==> config.mk <==
export PLATFORM = sky130hd
export DESIGN_NAME = quadrature_decoder_with_zones
export DESIGN_NICKNAME = d
export VERILOG_FILES = /design/src/rtl/core/qdz_pkg.sv /design/src/rtl/core/quadrature_decoder_with_zones.sv
export SDC_FILE = /design/constraint.sdc
export NUM_CORES = 2
export LEC_CHECK = 0
export CAP_MARGIN = 20
export CORE_UTILIZATION = 60
export DETAILED_ROUTE_END_ITERATION = 16
export DONT_BUFFER_PORTS = 1
export PLACE_DENSITY_LB_ADDON = 0.3
export SYNTH_ARGS = -nofsm -noshare
export SYNTH_HDL_FRONTEND = slang
export SYNTH_SLANG_ARGS = --single-unit
==> constraint.sdc <==
create_clock -name clk_i -period 11.5 [get_ports clk_i]
set_clock_uncertainty 0.05 [all_clocks]
set_input_delay 0.575 -clock clk_i [delete_from_list [all_inputs] [get_ports clk_i]]
set_output_delay 0.575 -clock clk_i [all_outputs]
set_load 0.02 [all_outputs]
==> src/rtl/core/qdz_pkg.sv <==
`timescale 1ns / 1ps
`default_nettype none
// ----------------------------------------------------------------------------
// qdz_pkg: shared types and constants of the quadrature decoder with zones
// Holds the transfer payload structs, quadrant codes, pin codes, register
// index and the constants of the zone divider.
// ----------------------------------------------------------------------------
package qdz_pkg;

  // field widths
  localparam int unsigned PinW   = 2;
  localparam int unsigned TimeW  = 32;
  localparam int unsigned PosW   = 32;
  localparam int unsigned CntW   = 32;
  localparam int unsigned ZoneW  = 3;
  localparam int unsigned QuadW  = 2;
  localparam int unsigned DataW  = 32;

  // configuration port: one register at byte address 0
  localparam int unsigned CfgAddrW = 3;
  localparam logic        RegGuardTime = 1'b0;

  // pin codes
  localparam logic [PinW-1:0] PinPhaseA = 2'd0;
  localparam logic [PinW-1:0] PinPhaseB = 2'd1;

  // zone geometry
  localparam int unsigned CountsPerRev = 17280;
  localparam int unsigned ZoneLast     = 7;
  localparam int unsigned ZoneRaw      = CountsPerRev / (ZoneLast + 1);
  localparam int unsigned ZoneSize     = (ZoneRaw == 0) ? 1 : ZoneRaw;
  localparam int unsigned CprW         = $clog2(CountsPerRev + 1);
  localparam int unsigned ZsW          = $clog2(ZoneSize + 1);

  // remainder widths: final remainder below CountsPerRev, raw one below twice that
  localparam int unsigned RemW = $clog2(CountsPerRev);
  localparam int unsigned RawW = RemW + 1;

  // reciprocal for the magnitude modulo: floor(2^32 / CountsPerRev)
  localparam longint unsigned Recip1 = (64'd1 << PosW) / CountsPerRev;
  localparam int unsigned     Recip1W = $clog2(Recip1 + 1);
  localparam int unsigned     Prod1W  = PosW + Recip1W;

  // reciprocal for the zone quotient: floor(2^RemW / ZoneSize)
  localparam longint unsigned Recip2 = (64'd1 << RemW) / ZoneSize;
  localparam int unsigned     Recip2W = $clog2(Recip2 + 1);
  localparam int unsigned     Prod2W  = RemW + Recip2W;

  // quadrature states
  typedef enum logic [QuadW-1:0] {
    Q1 = 2'd0,
    Q2 = 2'd1,
    Q3 = 2'd2,
    Q4 = 2'd3
  } quad_e;

  // input transfer payload
  typedef struct packed {
    logic [PinW-1:0]  pin_select;
    logic             edge_rising;
    logic [TimeW-1:0] time_us;
  } in_item_t;

  // result transfer payload
  typedef struct packed {
    logic                   accepted;
    logic signed [PosW-1:0] position_out;
    logic [ZoneW-1:0]       zone_out;
    logic [QuadW-1:0]       quadrant_out;
    logic [CntW-1:0]        ignored_total;
  } out_item_t;

endpackage
`default_nettype wire

==> src/rtl/core/quadrature_decoder_with_zones.sv <==
`timescale 1ns / 1ps
`default_nettype none
// ----------------------------------------------------------------------------
// quadrature_decoder_with_zones: x4 quadrature decoder with debounce and zones
// Edge events pass a guard-time check, step the quadrant state machine and
// the signed position; a short pipeline then derives the zone of the position.
// ----------------------------------------------------------------------------
//  channel   direction  handshake               payload
//  in        input      in_valid_i/in_ready_o   in_data_i  (in_item_t)
//  out       output     out_valid_o/out_ready_i out_data_o (out_item_t)
//  cfg       input      psel/penable/pwrite     paddr, pwdata, prdata
//
//  one item per cycle while the output is not held back; a result passes the
//  input register, the state update (guard check, quadrant, position), the
//  four zone divider stages of reciprocal multiply and the result register
//  reset clears state, counters and the guard time; no clearing pass
//  when the output is held, every stage holds and the input takes at most
//  one more item into its register
// ----------------------------------------------------------------------------
module quadrature_decoder_with_zones
  import qdz_pkg::*;
(
  input  wire logic                clk_i,
  input  wire logic                rst_ni,
  // input channel
  input  wire logic                in_valid_i,
  output logic                     in_ready_o,
  input  wire in_item_t            in_data_i,
  // result channel
  output logic                     out_valid_o,
  input  wire logic                out_ready_i,
  output out_item_t                out_data_o,
  // configuration port
  input  wire logic                psel,
  input  wire logic                penable,
  input  wire logic                pwrite,
  input  wire logic [CfgAddrW-1:0] paddr,
  input  wire logic [DataW-1:0]    pwdata,
  output logic [DataW-1:0]         prdata,
  output logic                     pready
);

  // fields carried along the zone pipeline
  typedef struct packed {
    logic            accepted;
    logic [PosW-1:0] position;
    quad_e           quadrant;
    logic [CntW-1:0] ignored;
    logic            neg;
  } carry_t;

  localparam int unsigned NumStages = 5;

  logic [TimeW-1:0] guard_q;
  logic             v0_q;
  in_item_t         in_q;
  quad_e            quad_q, quad_d;
  logic [PosW-1:0]  pos_q, pos_d;
  logic [TimeW-1:0] last_q;
  logic [CntW-1:0]  ign_q, ign_d;

  logic             adv;
  logic             core_fire;
  logic             pass;
  logic [TimeW-1:0] limit;
  logic             is_a, is_b, rise;

  logic [NumStages:1] v_q;
  carry_t             carry_q [1:NumStages];
  carry_t             carry_d;
  logic [PosW-1:0]    mag_d, mag1_q, mag2_q;
  logic [Prod1W-1:0]  prod1_d, prod1_q;
  logic [Recip1W-1:0] qa;
  logic [Recip1W+CprW-1:0] qa_mul;
  logic [PosW-1:0]    r_full;
  logic [RawW-1:0]    raw_q;
  logic [RemW-1:0]    rc_d, rc_q, rc5_q;
  logic [Prod2W-1:0]  prod2_d, prod2_q;
  logic [Recip2W-1:0] q2;
  logic [Recip2W+ZsW-1:0] q2_mul;
  logic [RemW-1:0]    r2;
  logic [Recip2W-1:0] q_fix;
  logic [ZoneW-1:0]   zone;

  logic      out_valid_q;
  out_item_t out_q;

  // configuration register
  assign pready = 1'b1;
  assign prdata = (paddr[CfgAddrW-1] == RegGuardTime) ? guard_q : '0;

  always_ff @(posedge clk_i or negedge rst_ni) begin
    if (!rst_ni) begin
      guard_q <= '0;
    end else if (psel && penable && pwrite && pready &&
                 (paddr[CfgAddrW-1] == RegGuardTime)) begin
      guard_q <= pwdata;
    end
  end

  // pipeline advances whenever the result register is free or being taken
  assign adv        = !out_valid_q || out_ready_i;
  assign in_ready_o = !v0_q || adv;
  assign core_fire  = v0_q && adv;

  // input register
  always_ff @(posedge clk_i or negedge rst_ni) begin
    if (!rst_ni) begin
      v0_q <= 1'b0;
    end else if (in_ready_o) begin
      v0_q <= in_valid_i;
    end
  end

  always_ff @(posedge clk_i) begin
    if (in_valid_i && in_ready_o) begin
      in_q <= in_data_i;
    end
  end

  // guard check: a wrapped sum above the timestamp rejects the edge
  assign limit = last_q + guard_q;
  assign pass  = !(limit > in_q.time_us);
  assign is_a  = (in_q.pin_select == PinPhaseA);
  assign is_b  = (in_q.pin_select == PinPhaseB);
  assign rise  = in_q.edge_rising;

  // quadrant state machine and position step
  always_comb begin
    quad_d = quad_q;
    pos_d  = pos_q;
    if (pass) begin
      unique case (quad_q)
        Q1: begin
          if (is_b && rise) begin
            quad_d = Q2;
            pos_d  = pos_q + 1'b1;
          end else if (is_a && rise) begin
            quad_d = Q4;
            pos_d  = pos_q - 1'b1;
          end
        end
        Q2: begin
          if (is_b && !rise) begin
            quad_d = Q1;
            pos_d  = pos_q - 1'b1;
          end else if (is_a && rise) begin
            quad_d = Q3;
            pos_d  = pos_q + 1'b1;
          end
        end
        Q3: begin
          if (is_b && !rise) begin
            quad_d = Q4;
            pos_d  = pos_q + 1'b1;
          end else if (is_a && !rise) begin
            quad_d = Q2;
            pos_d  = pos_q - 1'b1;
          end
        end
        Q4: begin
          if (is_a && !rise) begin
            quad_d = Q1;
            pos_d  = pos_q + 1'b1;
          end else if (is_b && rise) begin
            quad_d = Q3;
            pos_d  = pos_q - 1'b1;
          end
        end
        default: begin
          quad_d = quad_q;
        end
      endcase
    end
  end

  assign ign_d = pass ? ign_q : ign_q + 1'b1;

  // decoder state
  always_ff @(posedge clk_i or negedge rst_ni) begin
    if (!rst_ni) begin
      quad_q <= Q1;
      pos_q  <= '0;
      last_q <= '0;
      ign_q  <= '0;
    end else if (core_fire) begin
      quad_q <= quad_d;
      pos_q  <= pos_d;
      ign_q  <= ign_d;
      if (pass) begin
        last_q <= in_q.time_us;
      end
    end
  end

  // result fields and magnitude for the zone divider
  always_comb begin
    carry_d.accepted = pass;
    carry_d.position = pos_d;
    carry_d.quadrant = quad_d;
    carry_d.ignored  = ign_d;
    carry_d.neg      = pos_d[PosW-1];
    mag_d            = pos_d[PosW-1] ? (~pos_d + 1'b1) : pos_d;
  end

  // valid bits of the zone pipeline
  always_ff @(posedge clk_i or negedge rst_ni) begin
    if (!rst_ni) begin
      v_q <= '0;
    end else if (adv) begin
      v_q <= {v_q[NumStages-1:1], v0_q};
    end
  end

  // stage 2: magnitude times reciprocal of counts per revolution
  assign prod1_d = mag1_q * Recip1W'(Recip1);

  // stage 3: raw remainder, below twice counts per revolution
  assign qa     = prod1_q[Prod1W-1:PosW];
  assign qa_mul = qa * CprW'(CountsPerRev);
  assign r_full = mag2_q - PosW'(qa_mul);

  // stage 4: one correction step gives the remainder
  assign rc_d = (raw_q >= RawW'(CountsPerRev)) ? RemW'(raw_q - RawW'(CountsPerRev))
                                               : RemW'(raw_q);

  // stage 5: remainder times reciprocal of zone size
  assign prod2_d = rc5_q * Recip2W'(Recip2);

  // output stage: quotient correction and mirror for negative positions
  assign q2     = prod2_q[Prod2W-1:RemW];
  assign q2_mul = q2 * ZsW'(ZoneSize);
  assign r2     = rc_q - RemW'(q2_mul);
  assign q_fix  = (r2 >= RemW'(ZoneSize)) ? q2 + 1'b1 : q2;
  assign zone   = carry_q[NumStages].neg ? ZoneW'(ZoneLast) - ZoneW'(q_fix)
                                         : ZoneW'(q_fix);

  // pipeline payload registers
  always_ff @(posedge clk_i) begin
    if (adv) begin
      carry_q[1] <= carry_d;
      mag1_q     <= mag_d;
      for (int i = 2; i <= NumStages; i++) begin
        carry_q[i] <= carry_q[i-1];
      end
      prod1_q <= prod1_d;
      mag2_q  <= mag1_q;
      raw_q   <= RawW'(r_full);
      rc5_q   <= rc_d;
      prod2_q <= prod2_d;
      rc_q    <= rc5_q;
    end
  end

  // result register
  always_ff @(posedge clk_i or negedge rst_ni) begin
    if (!rst_ni) begin
      out_valid_q <= 1'b0;
    end else if (adv) begin
      out_valid_q <= v_q[NumStages];
    end
  end

  always_ff @(posedge clk_i) begin
    if (adv) begin
      out_q.accepted      <= carry_q[NumStages].accepted;
      out_q.position_out  <= carry_q[NumStages].position;
      out_q.zone_out      <= zone;
      out_q.quadrant_out  <= carry_q[NumStages].quadrant;
      out_q.ignored_total <= carry_q[NumStages].ignored;
    end
  end

  assign out_valid_o = out_valid_q;
  assign out_data_o  = out_q;

  // a quadrant change always comes with a single count step
  a_quad_step: assert property (@(posedge clk_i) disable iff (!rst_ni)
    (quad_q != $past(quad_q)) |->
      (pos_q == $past(pos_q) + 1'b1 || pos_q == $past(pos_q) - 1'b1))
    else $error("quadrant changed without a single position step");

  // a rejected edge bumps the ignored counter
  a_ignore_count: assert property (@(posedge clk_i) disable iff (!rst_ni)
    (core_fire && !pass) |=> (ign_q == $past(ign_q) + 1'b1))
    else $error("rejected edge not counted");

  // the stored timestamp changes only on a core update
  a_last_time: assert property (@(posedge clk_i) disable iff (!rst_ni)
    (last_q != $past(last_q)) |-> $past(core_fire))
    else $error("last accept time changed without an update");

  // corrected remainder stays below counts per revolution
  a_rem_range: assert property (@(posedge clk_i) disable iff (!rst_ni)
    v_q[4] |-> (rc5_q < RemW'(CountsPerRev)))
    else $error("zone remainder out of range");

  // input stalls only while a result is held back
  a_stall_cause: assert property (@(posedge clk_i) disable iff (!rst_ni)
    !in_ready_o |-> (out_valid_o && !out_ready_i))
    else $error("input stalled without output backpressure");

endmodule
`default_nettype wire
; ---- After elaboration in Yosys (flattened, before gate mapping)
; Memory sizes are Yosys's and may differ from the RTL's.
; Cells that the tools add are included.
[word_totals]
regBits = 405
mem_count = 1
elab_cells = 95
inputBits = 77
mem_bits_rw = 340
[classes]
muxes = 28
n_lt_le_gt_ge = 3
n_eq_ne = 4
bitwise_logic = 3
n_mul = 4
n_addsub = 10
n_reduce_logical = 18
[mem_list]
columns = name, depth, width, read_ports, rd_clocked_by_memory_dff, write_ports, line
row1 = carry_q, 5, 68, 5, 0, 5, quadrature_decoder_with_zones.sv:69  ; carry_t carry_q [1:NumStages];
[ops]
columns = op, count
row1 = $mux W32, 11
row2 = $pmux W32 S4, 1
row3 = $add A32 B1 Y32 const B, 3
row4 = $mul A32 B18 Y50 const B, 1
row5 = $add A32 B32 Y32, 1
row6 = $gt A32 B32 Y1, 1
row7 = $not A32 Y32, 1
row8 = $sub A32 B1 Y32 const B, 1
row9 = $mux W31, 1
row10 = $mul A15 B4 Y19 const B, 1
row11 = $mul A18 B8 Y9 const B, 1
row12 = $mux W2, 9
row13 = $ge A16 B15 Y1 const B, 1
row14 = $sub A16 B16 Y16, 1
row15 = $ge A15 B12 Y1 const B, 1
row16 = $mux W15, 1
row17 = $sub A15 B15 Y15, 1
row18 = $sub A15 B15 Y15 const B, 1
row19 = $mul A4 B8 Y11 const B, 1
row20 = $logic_and A1 B1 Y1, 9
row21 = $pmux W2 S4, 1
row22 = $mux W3, 2
row23 = $eq A2 B1 Y1 const B, 2
row24 = $eq A2 B2 Y1 const B, 2
row25 = 8 further kinds, 15

; ---- Depth between registers and ports, before layout
[depth]
depth_word = 9
mapped_depth = 33

; ---- Least setup slack after synthesis
; OpenSTA, ideal clock, no wires.
[synth_timing]
path_type = in2reg
start = input out_ready_i
end = register ign_q[11]
arrival_ns = 7.620
path_slack_ns = 3.750
path_stages = 7
required_ns = 11.371
cell_sequence = nor2b_1 inv_2 nand2_1 or3_1 clkbuf_1 nor2_1 xor2_1
[synth_via]
elab_chain_len = 2
[synth_rtl]
columns = element, line
row1 = from (decl), quadrature_decoder_with_zones.sv:31  ; input wire logic out_ready_i,
row2 = $logic_or A1 B1 Y1, quadrature_decoder_with_zones.sv:102  ; assign adv = !out_valid_q || out_ready_i;
row3 = net adv, quadrature_decoder_with_zones.sv:62  ; logic adv;
row4 = $logic_and A1 B1 Y1, quadrature_decoder_with_zones.sv:104  ; assign core_fire = v0_q && adv;
row5 = to (signal assigned), quadrature_decoder_with_zones.sv:189  ; ign_q <= ign_d;
row6 = to (decl), quadrature_decoder_with_zones.sv:60  ; logic [CntW-1:0] ign_q, ign_d;
; The timed path passes the listed nets, and every way through them passes these cells.
; A chain may end at the register's enable or synchronous reset.

; ---- Worst setup path in the final report
[layout_timing]
start = register guard_q[4]
end = register mag1_q[27], data pin
[layout_via]
elab_chain_len = 6
[layout_rtl]
columns = element, line
row1 = from (decl), quadrature_decoder_with_zones.sv:54  ; logic [TimeW-1:0] guard_q;
row2 = from (signal assigned), quadrature_decoder_with_zones.sv:97  ; guard_q <= pwdata;
row3 = $add A32 B32 Y32 *, quadrature_decoder_with_zones.sv:122  ; assign limit = last_q + guard_q;
row4 = $gt A32 B32 Y1 *, quadrature_decoder_with_zones.sv:123  ; assign pass = !(limit > in_q.time_us);
row5 = $mux W32 *, quadrature_decoder_with_zones.sv:132  ; if (pass) begin
row6 = $not A32 Y32, quadrature_decoder_with_zones.sv:203  ; mag_d = pos_d[PosW-1] ? (~pos_d + 1'b1) : pos_d;
row7 = $add A32 B1 Y32, quadrature_decoder_with_zones.sv:203
row8 = $mux W31 *, quadrature_decoder_with_zones.sv:203
row9 = net mag_d[27], quadrature_decoder_with_zones.sv:71  ; logic [PosW-1:0] mag_d, mag1_q, mag2_q;
row10 = to (signal assigned), quadrature_decoder_with_zones.sv:242  ; mag1_q <= mag_d;
row11 = to (decl), quadrature_decoder_with_zones.sv:71
; The timed path passes the listed nets; every way through them passes the cells marked *.

==> report_table.html <==
<table>
<tr><th>Metric</th><th>Value</th></tr>
<tr><th colspan="2">Flow run</th></tr>
<tr><td>Max-cap violations</td><td>0</td></tr>
<tr><th colspan="2">Synthesis</th></tr>
<tr><td>Share of flip-flops with an asynchronous set or reset</td><td>0.203</td></tr>
<tr><td>Sequential element share of the synthesized area</td><td>0.457</td></tr>
<tr><td>Netlist area before placement</td><td>42,900 um^2</td></tr>
<tr><td>Top_reg_cell synth</td><td>sky130_fd_sc_hd__edfxtp_1</td></tr>
<tr><td>Leading cell types by total area after synthesis</td><td>sky130_fd_sc_hd__edfxtp_1 38%, sky130_fd_sc_hd__fa_1 13%, sky130_fd_sc_hd__ha_1 9.4%</td></tr>
<tr><td>Mean area per synthesized cell</td><td>11.7 um^2</td></tr>
<tr><td>Share of the synthesized area in the top cell type</td><td>0.377</td></tr>
<tr><td>Register bit total from synthesis</td><td>676</td></tr>
<tr><td>Yosys warning total</td><td>0</td></tr>
<tr><td>Library cell occupying the most area in the post-synthesis netlist</td><td>sky130_fd_sc_hd__edfxtp_1</td></tr>
<tr><td>Count of mapped cells out of synthesis</td><td>3,677</td></tr>
<tr><td>Dominant cell by count in the synthesized netlist</td><td>sky130_fd_sc_hd__edfxtp_1</td></tr>
<tr><td>Most frequent cells after synthesis</td><td>539 x sky130_fd_sc_hd__edfxtp_1, 448 x sky130_fd_sc_hd__inv_1, 324 x sky130_fd_sc_hd__ha_1, 282 x sky130_fd_sc_hd__fa_1, 268 x sky130_fd_sc_hd__nand2_1</td></tr>
<tr><td>Number of distinct library cells after synthesis</td><td>98</td></tr>
<tr><td>Number of flops mapped to enable cells by yosys</td><td>539</td></tr>
<tr><td>Mapped Nets</td><td>4,360</td></tr>
<tr><th colspan="2">Clocking</th></tr>
<tr><td>Count of H-tree levels built during CTS</td><td>3</td></tr>
<tr><td>Clock transition time at the flip-flop clock pins of the worst setup and hold paths</td><td>60 ps</td></tr>
<tr><td>Clock Sinks</td><td>676</td></tr>
<tr><td>CTS buffer count</td><td>73</td></tr>
<tr><td>Clock Latency Late Sink</td><td>620 ps</td></tr>
<tr><td>TritonCTS clock tree</td><td>done</td></tr>
<tr><td>Clk root buf</td><td>sky130_fd_sc_hd__clkbuf_16</td></tr>
<tr><td>Buffers from clock root to sink, at most</td><td>3</td></tr>
<tr><td>Count of cells resized by post-cts repair</td><td>0</td></tr>
<tr><th colspan="2">Place</th></tr>
<tr><td>Final HPWL from detailed placement</td><td>69.2 mm</td></tr>
<tr><td>RePlAce Congestion</td><td>0.984</td></tr>
<tr><td>Cell Area, Placed</td><td>43,800 um^2</td></tr>
<tr><td>Count of input and output buffers</td><td>0</td></tr>
<tr><th colspan="2">Setup path</th></tr>
<tr><td>Kind of start point of the critical path</td><td>flop</td></tr>
<tr><td>Crit. Startpoint</td><td>guard_q[4]</td></tr>
<tr><td>Launching point of the worst reg2reg path</td><td>guard_q[4]</td></tr>
<tr><td>Worst R2R Setup Slack</td><td>3260 ps</td></tr>
<tr><td>End of the worst register-to-register path</td><td>mag1_q[27]</td></tr>
<tr><td>Critical path required time</td><td>11,810 ps</td></tr>
<tr><td>Capture point of the critical path</td><td>mag1_q[27]</td></tr>
<tr><td>Largest fanout of any net on the critical path</td><td>59</td></tr>
<tr><td>Number of cell instances on the worst register-to-register path</td><td>25</td></tr>
<tr><td>Critical Path AT</td><td>8560 ps</td></tr>
<tr><td>Setup CP Type</td><td>flop to flop</td></tr>
<tr><td>Kind of end point of the critical path</td><td>flop</td></tr>
<tr><th colspan="2">Detailed routing</th></tr>
<tr><td>Routed wire length per instance</td><td>21.3 um</td></tr>
<tr><td>Final Routed Wirelength</td><td>99.3 mm</td></tr>
<tr><td>Drt drc</td><td>0</td></tr>
<tr><td>Via count</td><td>28,000</td></tr>
<tr><td>Post-DRT Antenna Nets</td><td>0</td></tr>
<tr><td>Initial detailed-routing violation count</td><td>2,648</td></tr>
<tr><td>Post-DR vias/cell</td><td>6.00</td></tr>
<tr><td>Iteration count of the initial detailed-routing pass</td><td>6</td></tr>
<tr><th colspan="2">Floorplanning</th></tr>
<tr><td>I/O pin count</td><td>182</td></tr>
<tr><td>Standard-cell rows</td><td>97</td></tr>
<tr><td>Die width</td><td>269 um</td></tr>
<tr><td>Standard cell core area</td><td>70,400 um^2</td></tr>
<tr><td>Vertical die dimension</td><td>269 um</td></tr>
<tr><td>Area of the die</td><td>72,600 um^2</td></tr>
<tr><td>Initial standard-cell utilization of the core</td><td>0.610</td></tr>
<tr><th colspan="2">Cells and area</th></tr>
<tr><td>Share of layout cells above drive strength 1</td><td>0.0676</td></tr>
<tr><td>Layout overhead on the synthesized area</td><td>8.40%</td></tr>
<tr><td>NumNets Final</td><td>4,355</td></tr>
<tr><td>Final standard cell area without fillers</td><td>46,500 um^2</td></tr>
<tr><th colspan="2">Global routing</th></tr>
<tr><td>Number of global-route vias before repair</td><td>28,100</td></tr>
<tr><td>Maximum number of pins on one net before global-route repair</td><td>197</td></tr>
<tr><td>Initial antenna violation count</td><td>2</td></tr>
<tr><td>Overflow after GRT</td><td>0</td></tr>
<tr><td>Global-route wire length before repair</td><td>158 mm</td></tr>
<tr><td>Global-route usage over all layers</td><td>0.278</td></tr>
<tr><th colspan="2">STA</th></tr>
<tr><td>Final period util</td><td>0.717</td></tr>
<tr><td>Final total negative setup slack</td><td>0 ps</td></tr>
<tr><td>Hold violation count in the final report</td><td>0</td></tr>
<tr><td>Count of final setup violators</td><td>0</td></tr>
<tr><td>Pins over their slew limit</td><td>0</td></tr>
<tr><td>Max Freq</td><td>121 MHz</td></tr>
<tr><td>Worst slew slack as a fraction of its limit</td><td>0.219</td></tr>
<tr><td>RSZ-0062 raised after global routing</td><td>no</td></tr>
<tr><td>Tightest Pin Transition</td><td>1160 ps</td></tr>
<tr><td>Min cycle time layout</td><td>8240 ps</td></tr>
<tr><th colspan="2">Min path</th></tr>
<tr><td>Hold Path Class</td><td>primary input to flop</td></tr>
<tr><th colspan="2">Outcome</th></tr>
<tr><td>Status</td><td>complete, no violations</td></tr>
</table>
state kept, by name, indices dropped and copies added, names as in the netlist:
signal / cells
out_valid_o: 1
out_data_o: 70
rc5_q: 15
ign_q: 32
v0_q: 1
mag2_q: 16
rise: 1
rc_q: 12
last_q: 32
prod2_q: 4
prod1_q: 9
quad_q: 2
in_q: 34
raw_q: 16
mag1_q: 32
carry_q: 330
pos_q: 32
guard_q: 32
v_q: 5
per-layer routing:
metal,track usage,part of all wire,up-vias
met5,0,0,-
met4,0.119,0.044,0
met3,0.0486,0.070,252
met2,0.456,0.48,1124
met1,0.365,0.41,13700
li1,-,-,13000
worst min path at each step:
stage | start | to | slack, ps | cells after the start
floorplan | rst_ni | guard_q[0] | 230 | 0
global placement | rst_ni | ign_q[5] | 240 | 0
detailed placement | rst_ni | ign_q[5] | 240 | 0
CTS | pwdata[4] | guard_q[4] | 20 | 1
global route | pwdata[1] | guard_q[1] | 20 | 1
finish | pwdata[1] | guard_q[1] | 50 | 1
per-stage QoR:
stage | std cells | hold slack [ps] | setup slack, ps | utilization
final | 4671 | 54.0 | 3260 | 0.661
after detailed placement | 4499 | 239 | 3420 | 0.622
after global routing | 4670 | 24.5 | 2770 | 0.661
after floorplan | 3677 | 229 | 3750 | -
after global placement | 4499 | 240 | 3660 | 0.622
after CTS | 4669 | 19.9 | 3340 | 0.661
area by class of cell:
class	instances	area [um^2]
Clock buffer	91	1950
Inverter	453	1710
Clock inverter	41	397
Sequential cell	676	19600
Fill cell	5188	23900
Multi-Input combinational cell	2392	21000
Tap cell	940	1180
Antenna cell	2	5.00
Timing Repair Buffer	76	696
cell families after synthesis:
logic type                 synth area share
buffers and inverters                0.0549
AOI/OAI and AO/OA                    0.0953
other                             0.0000874
and+or+nand+nor                       0.107
DFF                                   0.457
adders and majority gates             0.226
xor gates and xnor gates             0.0457
muxes                                0.0142
worst max-delay path: stages, from the launching register on:
cell                        delay (ps)
sky130_fd_sc_hd__dfrtp_1           420
sky130_fd_sc_hd__ha_1              260
sky130_fd_sc_hd__or4_1             520
sky130_fd_sc_hd__o22ai_1           350
sky130_fd_sc_hd__o2111ai_1         250
sky130_fd_sc_hd__nand2_1           160
sky130_fd_sc_hd__o211a_1           220
sky130_fd_sc_hd__o31ai_1           120
sky130_fd_sc_hd__o41ai_1           580
sky130_fd_sc_hd__o21ai_0           230
sky130_fd_sc_hd__a21oi_1           220
sky130_fd_sc_hd__xnor2_1            90
sky130_fd_sc_hd__ha_1              320
sky130_fd_sc_hd__nand4_2           140
sky130_fd_sc_hd__or4_1             560
sky130_fd_sc_hd__or4_1             570
sky130_fd_sc_hd__o31a_1            130
sky130_fd_sc_hd__a31o_1            190
sky130_fd_sc_hd__buf_4             280
sky130_fd_sc_hd__inv_6             410
sky130_fd_sc_hd__nand3_1           340
sky130_fd_sc_hd__o31a_1            460
sky130_fd_sc_hd__nor4_4            330
sky130_fd_sc_hd__nand3_2           280
sky130_fd_sc_hd__o41ai_2           380
sky130_fd_sc_hd__xnor2_1           110
cell usage in the layout, fill, tap and decap left out, types with 12 or more instances in the layout:
cell,n
sky130_fd_sc_hd__a211oi_1,28
sky130_fd_sc_hd__a21o_1,44
sky130_fd_sc_hd__a21oi_1,135
sky130_fd_sc_hd__a31oi_1,36
sky130_fd_sc_hd__and2_1,18
sky130_fd_sc_hd__and3_1,36
sky130_fd_sc_hd__and4_1,13
sky130_fd_sc_hd__buf_4,37
sky130_fd_sc_hd__clkbuf_1,14
sky130_fd_sc_hd__clkbuf_16,74
sky130_fd_sc_hd__clkinv_1,12
sky130_fd_sc_hd__dfrtp_1,136
sky130_fd_sc_hd__dlygate4sd3_1,37
sky130_fd_sc_hd__edfxtp_1,539
sky130_fd_sc_hd__fa_1,282
sky130_fd_sc_hd__ha_1,324
sky130_fd_sc_hd__inv_1,448
sky130_fd_sc_hd__mux2_2,36
sky130_fd_sc_hd__mux2i_1,19
sky130_fd_sc_hd__nand2_1,267
sky130_fd_sc_hd__nand2b_1,21
sky130_fd_sc_hd__nand3_1,86
sky130_fd_sc_hd__nand4_1,48
sky130_fd_sc_hd__nor2_1,146
sky130_fd_sc_hd__nor2b_1,50
sky130_fd_sc_hd__nor3_1,59
sky130_fd_sc_hd__nor4_1,41
sky130_fd_sc_hd__o211ai_1,26
sky130_fd_sc_hd__o21a_1,17
sky130_fd_sc_hd__o21ai_0,143
sky130_fd_sc_hd__o21bai_1,13
sky130_fd_sc_hd__o22ai_1,23
sky130_fd_sc_hd__o31ai_1,20
sky130_fd_sc_hd__or2_2,17
sky130_fd_sc_hd__or3_1,13
sky130_fd_sc_hd__or4_1,18
sky130_fd_sc_hd__xnor2_1,154
sky130_fd_sc_hd__xor2_1,70
timing repair:
action / CTS / global route
hold buffers: 38 / 0
setup buffers: 0 / 0
endpoints found under the hold margin: 173 / 0
Power is left out: the tool's default activity adds up to more than one toggle a clock period on the data nets, which glitch-free logic cannot reach.
